<file path="src/rtl/pva_pkg.sv">
// Shared constants, codes and types of the polyphonic voice allocator.
`default_nettype none

package pva_pkg;

    // Voice pool and field sizes
    localparam int VOICES      = 16;
    localparam int VOICE_W     = 4;
    localparam int NOTE_W      = 7;
    localparam int VEL_W       = 7;
    localparam int NOTES       = 128;
    localparam int MAX_RESULTS = 16;
    localparam int CNT_W       = $clog2(MAX_RESULTS + 1);

    // Input operation codes
    typedef enum logic [1:0] {
        OP_NOTE_ON    = 2'd0,
        OP_NOTE_OFF   = 2'd1,
        OP_ALL_OFF    = 2'd2,
        OP_VOICE_DONE = 2'd3
    } op_t;

    // Output command codes
    typedef enum logic [1:0] {
        CMD_START   = 2'd0,
        CMD_CANCEL  = 2'd1,
        CMD_RELEASE = 2'd2
    } cmd_t;

    // One position of the LRU row: the voice there and that voice's state
    typedef struct packed {
        logic [VOICE_W-1:0] id;
        logic               active;
        logic [NOTE_W-1:0]  key;
    } slot_t;

    // Controls broadcast to every cell of the row
    typedef struct packed {
        logic               shift;
        logic [VOICE_W-1:0] pos;
        logic               clear;
        logic [VOICE_W-1:0] fin;
        logic [NOTE_W-1:0]  note;
    } cell_ctrl_t;

endpackage

`default_nettype wire

</file>
<file path="src/rtl/polyphonic_voice_allocator.sv">
// Top level: LRU voice allocator with stealing, built on a row of slot cells.
//
//  channel  | valid     | ready     | word
//  ---------+-----------+-----------+--------------------------------------------
//  input    | s_valid   | s_ready   | s_operation s_note s_velocity s_finished_voice
//  result   | m_valid   | m_ready   | m_command m_voice m_voice_note m_voice_velocity m_last
//  config   | cfg_valid | cfg_ready | cfg_data (sample_ready)
//
// A note on scans the LRU row one position per cycle, then sends a cancel word when a voice is
// reused or stolen, and the start word; all notes off scans one voice per cycle and reads the note
// map for each active voice before its release word, sent once the result register is free.
// Reset is synchronous; the note map valid bits clear at once, so there is no sweep.
// A stalled m_ready holds the result register and the block waits for it to drain;
// the next input word is taken as soon as the last result is in the register.
`default_nettype none

module polyphonic_voice_allocator
    import pva_pkg::*;
(
    input  wire logic               aclk,
    input  wire logic               aresetn,
    // configuration
    input  wire logic               cfg_valid,
    output logic                    cfg_ready,
    input  wire logic               cfg_data,
    // input events
    input  wire logic               s_valid,
    output logic                    s_ready,
    input  wire logic [1:0]         s_operation,
    input  wire logic [NOTE_W-1:0]  s_note,
    input  wire logic [VEL_W-1:0]   s_velocity,
    input  wire logic [VOICE_W-1:0] s_finished_voice,
    // voice commands
    output logic                    m_valid,
    input  wire logic               m_ready,
    output logic [1:0]              m_command,
    output logic [VOICE_W-1:0]      m_voice,
    output logic [NOTE_W-1:0]       m_voice_note,
    output logic [VEL_W-1:0]        m_voice_velocity,
    output logic                    m_last
);

    localparam logic [VOICE_W-1:0] LAST_SLOT = VOICE_W'(VOICES - 1);
    localparam int                 NOTE_AW   = $clog2(NOTES);

    typedef enum logic [2:0] {
        ST_IDLE,
        ST_ON_SCAN,
        ST_ON_CANCEL,
        ST_ON_START,
        ST_OFF_WAIT,
        ST_ALL_SCAN,
        ST_ALL_WAIT
    } state_t;

    state_t              state_reg;
    logic                sample_ready_reg;
    logic [NOTE_W-1:0]   note_reg;
    logic [VEL_W-1:0]    vel_reg;
    logic [VOICE_W-1:0]  scan_cnt_reg;
    logic [VOICE_W-1:0]  pos_reg;
    logic [VOICE_W-1:0]  chosen_reg;
    logic                inact_found_reg;
    logic [VOICE_W-1:0]  inact_pos_reg;
    logic [VOICE_W-1:0]  inact_id_reg;
    logic [CNT_W-1:0]    rel_cnt_reg;
    logic [NOTES-1:0]    nv_valid_reg;
    logic                rd_hit_reg;

    logic                m_valid_reg;
    cmd_t                m_command_reg;
    logic [VOICE_W-1:0]  m_voice_reg;
    logic [NOTE_W-1:0]   m_voice_note_reg;
    logic [VEL_W-1:0]    m_voice_velocity_reg;
    logic                m_last_reg;

    slot_t               cells_q [VOICES];
    slot_t               new_slot;
    logic [VOICES-1:0]   match_vec;
    cell_ctrl_t          ctrl;

    logic                in_fire;
    logic                out_free;
    logic                out_load;
    logic                start_fire;
    slot_t               scan_slot;
    logic [VOICES-1:0]   act_vec;
    logic [VOICES-1:0]   act_above;
    logic                more_active;
    logic [NOTE_W-1:0]   scan_key;
    logic                rd_en;
    logic [NOTE_AW-1:0]  rd_addr;
    logic [VOICE_W-1:0]  rd_data;
    logic [VOICE_W-1:0]  mapped_voice;
    logic                rel_last;
    logic [VOICES-1:0]   id0_vec;

    // Handshakes
    assign cfg_ready = 1'b1;
    assign s_ready   = (state_reg == ST_IDLE);
    assign in_fire   = s_valid && s_ready;
    assign out_free  = !m_valid_reg || m_ready;
    assign start_fire = (state_reg == ST_ON_START) && out_free;

    // Load a new result word in any emitting state once the register is free
    assign out_load = out_free && ((state_reg == ST_ON_CANCEL) || (state_reg == ST_ON_START) ||
                                   (state_reg == ST_OFF_WAIT) || (state_reg == ST_ALL_WAIT));

    // Row of slot cells, oldest at position zero
    assign ctrl.shift = start_fire;
    assign ctrl.pos   = pos_reg;
    assign ctrl.clear = in_fire && (s_operation == OP_VOICE_DONE);
    assign ctrl.fin   = s_finished_voice;
    assign ctrl.note  = note_reg;

    assign new_slot.id     = chosen_reg;
    assign new_slot.active = 1'b1;
    assign new_slot.key    = note_reg;

    for (genvar k = 0; k < VOICES; k++) begin : g_cell
        slot_t nb;
        if (k == VOICES - 1) begin : g_tail
            assign nb = new_slot;
        end else begin : g_body
            assign nb = cells_q[k+1];
        end
        pva_cell u_cell (
            .aclk     (aclk),
            .aresetn  (aresetn),
            .slot_idx (VOICE_W'(k)),
            .ctrl     (ctrl),
            .nb_in    (nb),
            .q        (cells_q[k]),
            .match    (match_vec[k])
        );
        assign id0_vec[k] = (cells_q[k].id == '0);
    end

    // Slot under the scan counter, by position
    assign scan_slot = cells_q[scan_cnt_reg];

    // Active flags by voice index and the key of the voice under the scan counter
    always_comb begin
        act_vec  = '0;
        scan_key = '0;
        for (int v = 0; v < VOICES; v++) begin
            for (int k = 0; k < VOICES; k++) begin
                if (cells_q[k].active && (cells_q[k].id == VOICE_W'(v))) begin
                    act_vec[v] = 1'b1;
                end
            end
        end
        for (int k = 0; k < VOICES; k++) begin
            if (cells_q[k].active && (cells_q[k].id == scan_cnt_reg)) begin
                scan_key = scan_key | cells_q[k].key;
            end
        end
    end

    assign act_above   = act_vec >> scan_cnt_reg;
    assign more_active = |act_above[VOICES-1:1];
    assign rel_last    = !more_active || (rel_cnt_reg == CNT_W'(MAX_RESULTS - 1));

    // Note map: read for note off and all notes off, written by note on
    assign rd_en   = (in_fire && (s_operation == OP_NOTE_OFF) && sample_ready_reg) ||
                     ((state_reg == ST_ALL_SCAN) && act_vec[scan_cnt_reg]);
    assign rd_addr = (state_reg == ST_IDLE) ? s_note : scan_key;

    pva_ram #(
        .WIDTH (VOICE_W),
        .DEPTH (NOTES)
    ) u_note_map (
        .aclk    (aclk),
        .wr_en   (start_fire),
        .wr_addr (note_reg),
        .wr_data (chosen_reg),
        .rd_en   (rd_en),
        .rd_addr (rd_addr),
        .rd_data (rd_data)
    );

    assign mapped_voice = rd_hit_reg ? rd_data : '0;

    // Configuration register
    always_ff @(posedge aclk) begin
        if (!aresetn) begin
            sample_ready_reg <= 1'b0;
        end else if (cfg_valid && cfg_ready) begin
            sample_ready_reg <= cfg_data;
        end
    end

    // Note map valid bits and read hit
    always_ff @(posedge aclk) begin
        if (!aresetn) begin
            nv_valid_reg <= '0;
            rd_hit_reg   <= 1'b0;
        end else begin
            if (start_fire) begin
                nv_valid_reg[note_reg] <= 1'b1;
            end
            if (rd_en) begin
                rd_hit_reg <= nv_valid_reg[rd_addr];
            end
        end
    end

    // Sequencer and result register
    always_ff @(posedge aclk) begin
        if (!aresetn) begin
            state_reg       <= ST_IDLE;
            m_valid_reg     <= 1'b0;
            scan_cnt_reg    <= '0;
            inact_found_reg <= 1'b0;
            rel_cnt_reg     <= '0;
        end else begin
            if (out_load) begin
                m_valid_reg <= 1'b1;
            end else if (m_ready) begin
                m_valid_reg <= 1'b0;
            end
            case (state_reg)
                ST_IDLE: begin
                    if (in_fire) begin
                        note_reg        <= s_note;
                        vel_reg         <= s_velocity;
                        scan_cnt_reg    <= '0;
                        inact_found_reg <= 1'b0;
                        rel_cnt_reg     <= '0;
                        if (sample_ready_reg) begin
                            case (s_operation)
                                OP_NOTE_ON:  state_reg <= ST_ON_SCAN;
                                OP_NOTE_OFF: state_reg <= ST_OFF_WAIT;
                                OP_ALL_OFF:  state_reg <= ST_ALL_SCAN;
                                default:     state_reg <= ST_IDLE;
                            endcase
                        end
                    end
                end
                ST_ON_SCAN: begin
                    if (match_vec[scan_cnt_reg]) begin
                        // reuse the voice already playing this note
                        pos_reg    <= scan_cnt_reg;
                        chosen_reg <= scan_slot.id;
                        state_reg  <= ST_ON_CANCEL;
                    end else begin
                        if (!scan_slot.active && !inact_found_reg) begin
                            inact_found_reg <= 1'b1;
                            inact_pos_reg   <= scan_cnt_reg;
                            inact_id_reg    <= scan_slot.id;
                        end
                        if (scan_cnt_reg == LAST_SLOT) begin
                            if (inact_found_reg) begin
                                pos_reg    <= inact_pos_reg;
                                chosen_reg <= inact_id_reg;
                                state_reg  <= ST_ON_START;
                            end else if (!scan_slot.active) begin
                                pos_reg    <= scan_cnt_reg;
                                chosen_reg <= scan_slot.id;
                                state_reg  <= ST_ON_START;
                            end else begin
                                // steal the oldest voice
                                pos_reg    <= '0;
                                chosen_reg <= cells_q[0].id;
                                state_reg  <= ST_ON_CANCEL;
                            end
                        end else begin
                            scan_cnt_reg <= scan_cnt_reg + 1'b1;
                        end
                    end
                end
                ST_ON_CANCEL: begin
                    if (out_free) begin
                        m_command_reg        <= CMD_CANCEL;
                        m_voice_reg          <= chosen_reg;
                        m_voice_note_reg     <= '0;
                        m_voice_velocity_reg <= '0;
                        m_last_reg           <= 1'b0;
                        state_reg            <= ST_ON_START;
                    end
                end
                ST_ON_START: begin
                    if (out_free) begin
                        m_command_reg        <= CMD_START;
                        m_voice_reg          <= chosen_reg;
                        m_voice_note_reg     <= note_reg;
                        m_voice_velocity_reg <= vel_reg;
                        m_last_reg           <= 1'b1;
                        state_reg            <= ST_IDLE;
                    end
                end
                ST_OFF_WAIT: begin
                    if (out_free) begin
                        m_command_reg        <= CMD_RELEASE;
                        m_voice_reg          <= mapped_voice;
                        m_voice_note_reg     <= '0;
                        m_voice_velocity_reg <= '0;
                        m_last_reg           <= 1'b1;
                        state_reg            <= ST_IDLE;
                    end
                end
                ST_ALL_SCAN: begin
                    if (act_vec[scan_cnt_reg]) begin
                        state_reg <= ST_ALL_WAIT;
                    end else if (scan_cnt_reg == LAST_SLOT) begin
                        state_reg <= ST_IDLE;
                    end else begin
                        scan_cnt_reg <= scan_cnt_reg + 1'b1;
                    end
                end
                ST_ALL_WAIT: begin
                    if (out_free) begin
                        m_command_reg        <= CMD_RELEASE;
                        m_voice_reg          <= mapped_voice;
                        m_voice_note_reg     <= '0;
                        m_voice_velocity_reg <= '0;
                        m_last_reg           <= rel_last;
                        rel_cnt_reg          <= rel_cnt_reg + 1'b1;
                        if (rel_last) begin
                            state_reg <= ST_IDLE;
                        end else begin
                            scan_cnt_reg <= scan_cnt_reg + 1'b1;
                            state_reg    <= ST_ALL_SCAN;
                        end
                    end
                end
                default: begin
                    state_reg <= ST_IDLE;
                end
            endcase
        end
    end

    assign m_valid          = m_valid_reg;
    assign m_command        = m_command_reg;
    assign m_voice          = m_voice_reg;
    assign m_voice_note     = m_voice_note_reg;
    assign m_voice_velocity = m_voice_velocity_reg;
    assign m_last           = m_last_reg;

    // Voice zero is always held by exactly one slot of the row
    a_row_perm: assert property (@(posedge aclk) disable iff (!aresetn)
        $onehot(id0_vec))
        else $error("voice zero not held by exactly one slot");

    // A started voice lands active at the newest position
    a_start_tail: assert property (@(posedge aclk) disable iff (!aresetn)
        start_fire |=> (cells_q[VOICES-1].id == m_voice_reg) && cells_q[VOICES-1].active)
        else $error("started voice not at newest position");

    // A start always ends its note on, a cancel never does
    a_start_last: assert property (@(posedge aclk) disable iff (!aresetn)
        m_valid_reg && (m_command_reg == CMD_START) |-> m_last_reg)
        else $error("start without last");

    a_cancel_not_last: assert property (@(posedge aclk) disable iff (!aresetn)
        m_valid_reg && (m_command_reg == CMD_CANCEL) |-> !m_last_reg)
        else $error("cancel marked last");

endmodule

`default_nettype wire

</file>
<file path="src/rtl/pva_ram.sv">
// Generic single-write, single-read RAM with registered read data.
`default_nettype none

module pva_ram #(
    parameter int WIDTH = 4,
    parameter int DEPTH = 128
) (
    input  wire logic                     aclk,
    input  wire logic                     wr_en,
    input  wire logic [$clog2(DEPTH)-1:0] wr_addr,
    input  wire logic [WIDTH-1:0]         wr_data,
    input  wire logic                     rd_en,
    input  wire logic [$clog2(DEPTH)-1:0] rd_addr,
    output logic      [WIDTH-1:0]         rd_data
);

    logic [WIDTH-1:0] mem_reg [DEPTH];
    logic [WIDTH-1:0] rd_data_reg;

    // Write port and registered read port
    always_ff @(posedge aclk) begin
        if (wr_en) begin
            mem_reg[wr_addr] <= wr_data;
        end
        if (rd_en) begin
            rd_data_reg <= mem_reg[rd_addr];
        end
    end

    assign rd_data = rd_data_reg;

endmodule

`default_nettype wire

</file>
<file path="src/rtl/pva_cell.sv">
// One cell of the LRU row: holds one voice slot and shifts from its neighbor.
`default_nettype none

module pva_cell
    import pva_pkg::*;
(
    input  wire logic               aclk,
    input  wire logic               aresetn,
    input  wire logic [VOICE_W-1:0] slot_idx,
    input  wire cell_ctrl_t         ctrl,
    input  wire slot_t              nb_in,
    output slot_t                   q,
    output logic                    match
);

    slot_t slot_reg;

    // Take the neighbor's slot at and above the removed position; drop active on finish
    always_ff @(posedge aclk) begin
        if (!aresetn) begin
            slot_reg.id     <= slot_idx;
            slot_reg.active <= 1'b0;
            slot_reg.key    <= '0;
        end else if (ctrl.shift && (slot_idx >= ctrl.pos)) begin
            slot_reg <= nb_in;
        end else if (ctrl.clear && (slot_reg.id == ctrl.fin)) begin
            slot_reg.active <= 1'b0;
        end
    end

    // Flag an active voice already playing the searched note
    assign match = slot_reg.active && (slot_reg.key == ctrl.note);
    assign q     = slot_reg;

endmodule

`default_nettype wire

</file>
<file path="config.mk">
export PLATFORM = sky130hd
export DESIGN_NAME = polyphonic_voice_allocator
export DESIGN_NICKNAME = d
export VERILOG_FILES = /design/src/rtl/pva_pkg.sv /design/src/rtl/polyphonic_voice_allocator.sv /design/src/rtl/pva_ram.sv /design/src/rtl/pva_cell.sv
export SDC_FILE = /design/constraint.sdc
export NUM_CORES = 2
export LEC_CHECK = 0
export ABC_AREA = 1
export BUFFER_PORTS_ARGS = -buffer_cell sky130_fd_sc_hd__buf_2
export CAP_MARGIN = 20
export CORE_AREA = 2 2 302 304
export CTS_CLUSTER_DIAMETER = 150
export CTS_CLUSTER_SIZE = 24
export DETAILED_ROUTE_END_ITERATION = 7
export DIE_AREA = 0 0 304 306
export GPL_ROUTABILITY_DRIVEN = 0
export PLACE_DENSITY = 0.81
export SLEW_MARGIN = 10
export SYNTH_ARGS = -nofsm -noshare
export SYNTH_HDL_FRONTEND = slang
export SYNTH_HIERARCHICAL = 1
export SYNTH_SLANG_ARGS = --single-unit
</file>
<file path="constraint.sdc">
create_clock -name aclk -period 6.8 [get_ports aclk]
set_input_delay 0 -clock aclk [delete_from_list [all_inputs] [get_ports aclk]]
set_output_delay 0 -clock aclk [all_outputs]
set_load 0.05 [all_outputs]
</file>
==> reports/metrics.yaml <==
drv_slew: 0
cts.path.max_buffers: 3
drcViolationCount: 212
row_count: 110
hpwl_um: 95700
crit_arrival_ns: 5.96
fillers: 7749
cts_resized: 0
syn-cell-area_sq_um: 49000
wl_um: 146000
wire_per_inst_um: 20.2
maxSlewHeadroom: 0.178
largest_reg_flops: 512
overflow: 0
cp_cell_sequence: "buf_4 > inv_4 > nand2_1 > nand2_1 > nor2_2 > nand3_1 > o21ai_1 > nor2_1 > nand3_2 > nor2_2 > nor2_4 > inv_4 > buf_4 > nand3_1 > nand3_1 > nand3_1 > nand2_1 > nand2_1 > nand3_1 > nand2_1 > nand2_1 > nand2_1"
yosys.area_share.adder: 0.0181
post-place-cells: 7156
vdd_drop_max_uv: 407
tightestPinTransition_ns: 1.23
endpoint_kind: "flip-flop"
finalCritPeriodShare: 0.799
io_buffers: 48
ys_types: 62
synthMuxAreaShare: 0.0110
synth_top_family_by_area: "simple AND/OR/NAND/NOR gates"
initial_core_util: 0.547
setup_viol: 0
grt_pass1_wl_um: 225000
cts_root_buf: "clkbuf_16"
grtUsageTotal: 0.305
multiInputGateArea_sq_um: 20800
initialDrtViolationCount: 6607
tns_ns: 0
p_leak_uw: 0.0206
powerDensity_nw_per_um2: 327
critPathMostFrequentCell: "nand2_1"
yosys-top-cells-area: "edfxtp_1, nand2_1, dfxtp_1"
viasPerCell: 6.02
ff_latch_area_sq_um: 24400
fin_cells: 7246
synth_top_cell_by_area: "edfxtp_1"
path_class: "reg2reg"
grt_pass1_vias: 40500
grt_start_max_net_pins: 100
syn_inst: 6018
rsz0062_at_grt: "false"
violations: "design-rule violations"
critPathRequiredTime_ns: 7.33
max_freq_mhz: 184
antenna_found_initial: 0
cts_setup_buffers: 0
layout.nets: 6143
post-place-ws_ns: 1.71
slowest_stage: "nor2_4"
holdCritPathClass: "in2reg"
ys_ff_latch: 903
synth_top_area_share: 0.387
critical-path-max-stage-delay_ns: 0.74
synthSimpleGateAreaFrac: 0.314
drive_gt1_frac: 0.0554
numCtsBuffers: 43
cap_violations: 0
die_h_um: 306
synth-compound-area-share: 0.0608
drtAntennaViolNets: 0
die_area_sq_um: 93000
final_hold_viol_count: 0
cts_tree: "done"
first_pass_iters: 8
num_vias: 43700
area_growth_pct: 5.06
path_max_fanout: 68
h-tree-depth: 2
ys.flop_type: "edfxtp_1"
fin_skew_ns: 0.0734
fp.dieW_um: 304
synth_xor_area_frac: 0.0120
start_kind: "flip-flop"
synth_edf_count: 631
async_flop_share: 0
fin_util: 0.574
status: "finished, violations left"
syn_avg_cell_area_sq_um: 8.14
clock_latency_ns: 0.67
ios: 50
final.setup.worst_slack_ns: 1.36
yosysSeqAreaShare: 0.498
finalCriticalPeriod_ns: 5.44
clock_sinks: 903
core_sq_um: 89600
ys_warn_count: 6
cts.clk_slew.worst_paths_ns: 0.11
dpl_cell_area_sq_um: 50000
stdcell_area_sq_um: 51500
-- where the power goes --
group | switching (uW) | internal (uW) | leakage (uW) | total, uW
logic | 5530 | 2160 | 0.0121 | 7690
clock network | 1760 | 1220 | 0.000596 | 2980
registers | 156 | 6000 | 0.00792 | 6160
-- critical path: cells and delay by family, from the launching register on --
kind	cells	cell delay, ns
simple gates	17	2.63
buf+inv	4	1.65
flops	1	0.61
compound gates	1	0.27
-- cell usage after synthesis (4+ instances only) --
cell,number
nand3b_1,130
mux2_2,48
nor3_1,71
clkbuf_1,64
inv_1,629
nand3_1,786
buf_1,18
nor2_2,9
buf_2,88
xor2_1,66
a221oi_1,10
o211ai_1,10
nand2_4,16
a211oi_1,9
a22oi_1,13
clkinv_1,4
ha_1,71
a21oi_1,213
o2111ai_1,5
clkbuf_8,16
a22o_1,9
buf_6,36
nand3_2,18
o22ai_1,52
buf_4,26
dfxtp_1,272
nor4_2,8
and2_1,4
o21ai_0,134
o21ai_1,9
a21boi_0,16
nor2_1,661
nor4_1,4
a32o_1,6
inv_2,48
nand3_4,16
edfxtp_1,631
nand2_1,1677
nand4_1,70
-- metrics by stage --
| step | hold WS, ns | total power [uW] |
|---|---|---|
| 2_1_floorplan | 0.0935 | 12000 |
| 3_3_place_gp | 0.176 | 13500 |
| 3_5_place_dp | 0.179 | 13700 |
| 4_1_cts | 0.00977 | 16600 |
| 5_1_grt | 0.0471 | 17700 |
| 6_report | 0.0329 | 16800 |
-- area by class of cell --
| class | instances | share of cell area |
|---|---|---|
| diodes | 1 | 0.0000486 |
| clock buffers | 64 | 0.0226 |
| clock inverters | 4 | 0.00153 |
| inverters | 684 | 0.0503 |
| multi-input cells | 4290 | 0.405 |
| flip-flops and latches | 903 | 0.474 |
| well taps | 1176 | 0.0286 |
| repair buffers | 124 | 0.0181 |
-- logic make-up after synthesis --
kind of cell,count (synthesis)
and+or+nand+nor,3480
buffers and inverters,937
DFF,903
xor gates and xnor gates,67
AOI/OAI and AO/OA,510
adders and majority gates,71
muxes,48
other,2
-- layer usage --
metal | part of all wire | GRT usage | wire length, um
met5 | 0 | 0 | 0
met4 | 0.059 | 0.156 | 8680
met3 | 0.13 | 0.0662 | 19500
met2 | 0.44 | 0.471 | 63700
met1 | 0.37 | 0.406 | 54100
-- cell usage in the layout (no fill, tap or decap), types with 4 or more instances in the layout --
cell,instances
conb_1,114
nor3_1,70
a211oi_1,9
nand3_4,16
inv_4,4
nor4_2,8
nand2_1,1677
o211ai_1,10
nor2_1,660
o22ai_1,52
nand3_2,18
a21boi_0,16
dlygate4sd3_1,20
buf_2,47
a22o_1,9
inv_1,628
nand4_1,70
edfxtp_1,631
xor2_1,66
a221oi_1,10
o21ai_0,134
mux2_2,48
dfxtp_1,270
a21oi_1,213
and2_1,4
clkbuf_16,43
nand2_4,16
nand3b_1,130
o2111ai_1,5
clkbuf_1,20
nand3_1,786
o21ai_1,9
a22oi_1,13
nor2_2,9
nor4_1,4
a32o_1,6
ha_1,71
buf_4,52
inv_2,47
-- timing repair --
action | 4_1_cts | 5_1_grt
hold buffers | 20 | 0
setup endpoints to repair | 0 | 0
endpoints found under the hold margin | 97 | 0
-- final timing paths --
path	startpoint	end	slack, ns	depth (start not counted)
setup / recovery	scan_cnt_reg[2]	u_note_map/rd_data[1]	1.36	22
hold / removal	s_operation[0]	state_reg[2]	0.03	7
setup reg to reg	scan_cnt_reg[2]	u_note_map/rd_data[1]	1.36	22
hold reg to reg	nv_valid_reg[17]	nv_valid_reg[17]	0.46	2
No activity file was read; power rests on OpenSTA's default activity.
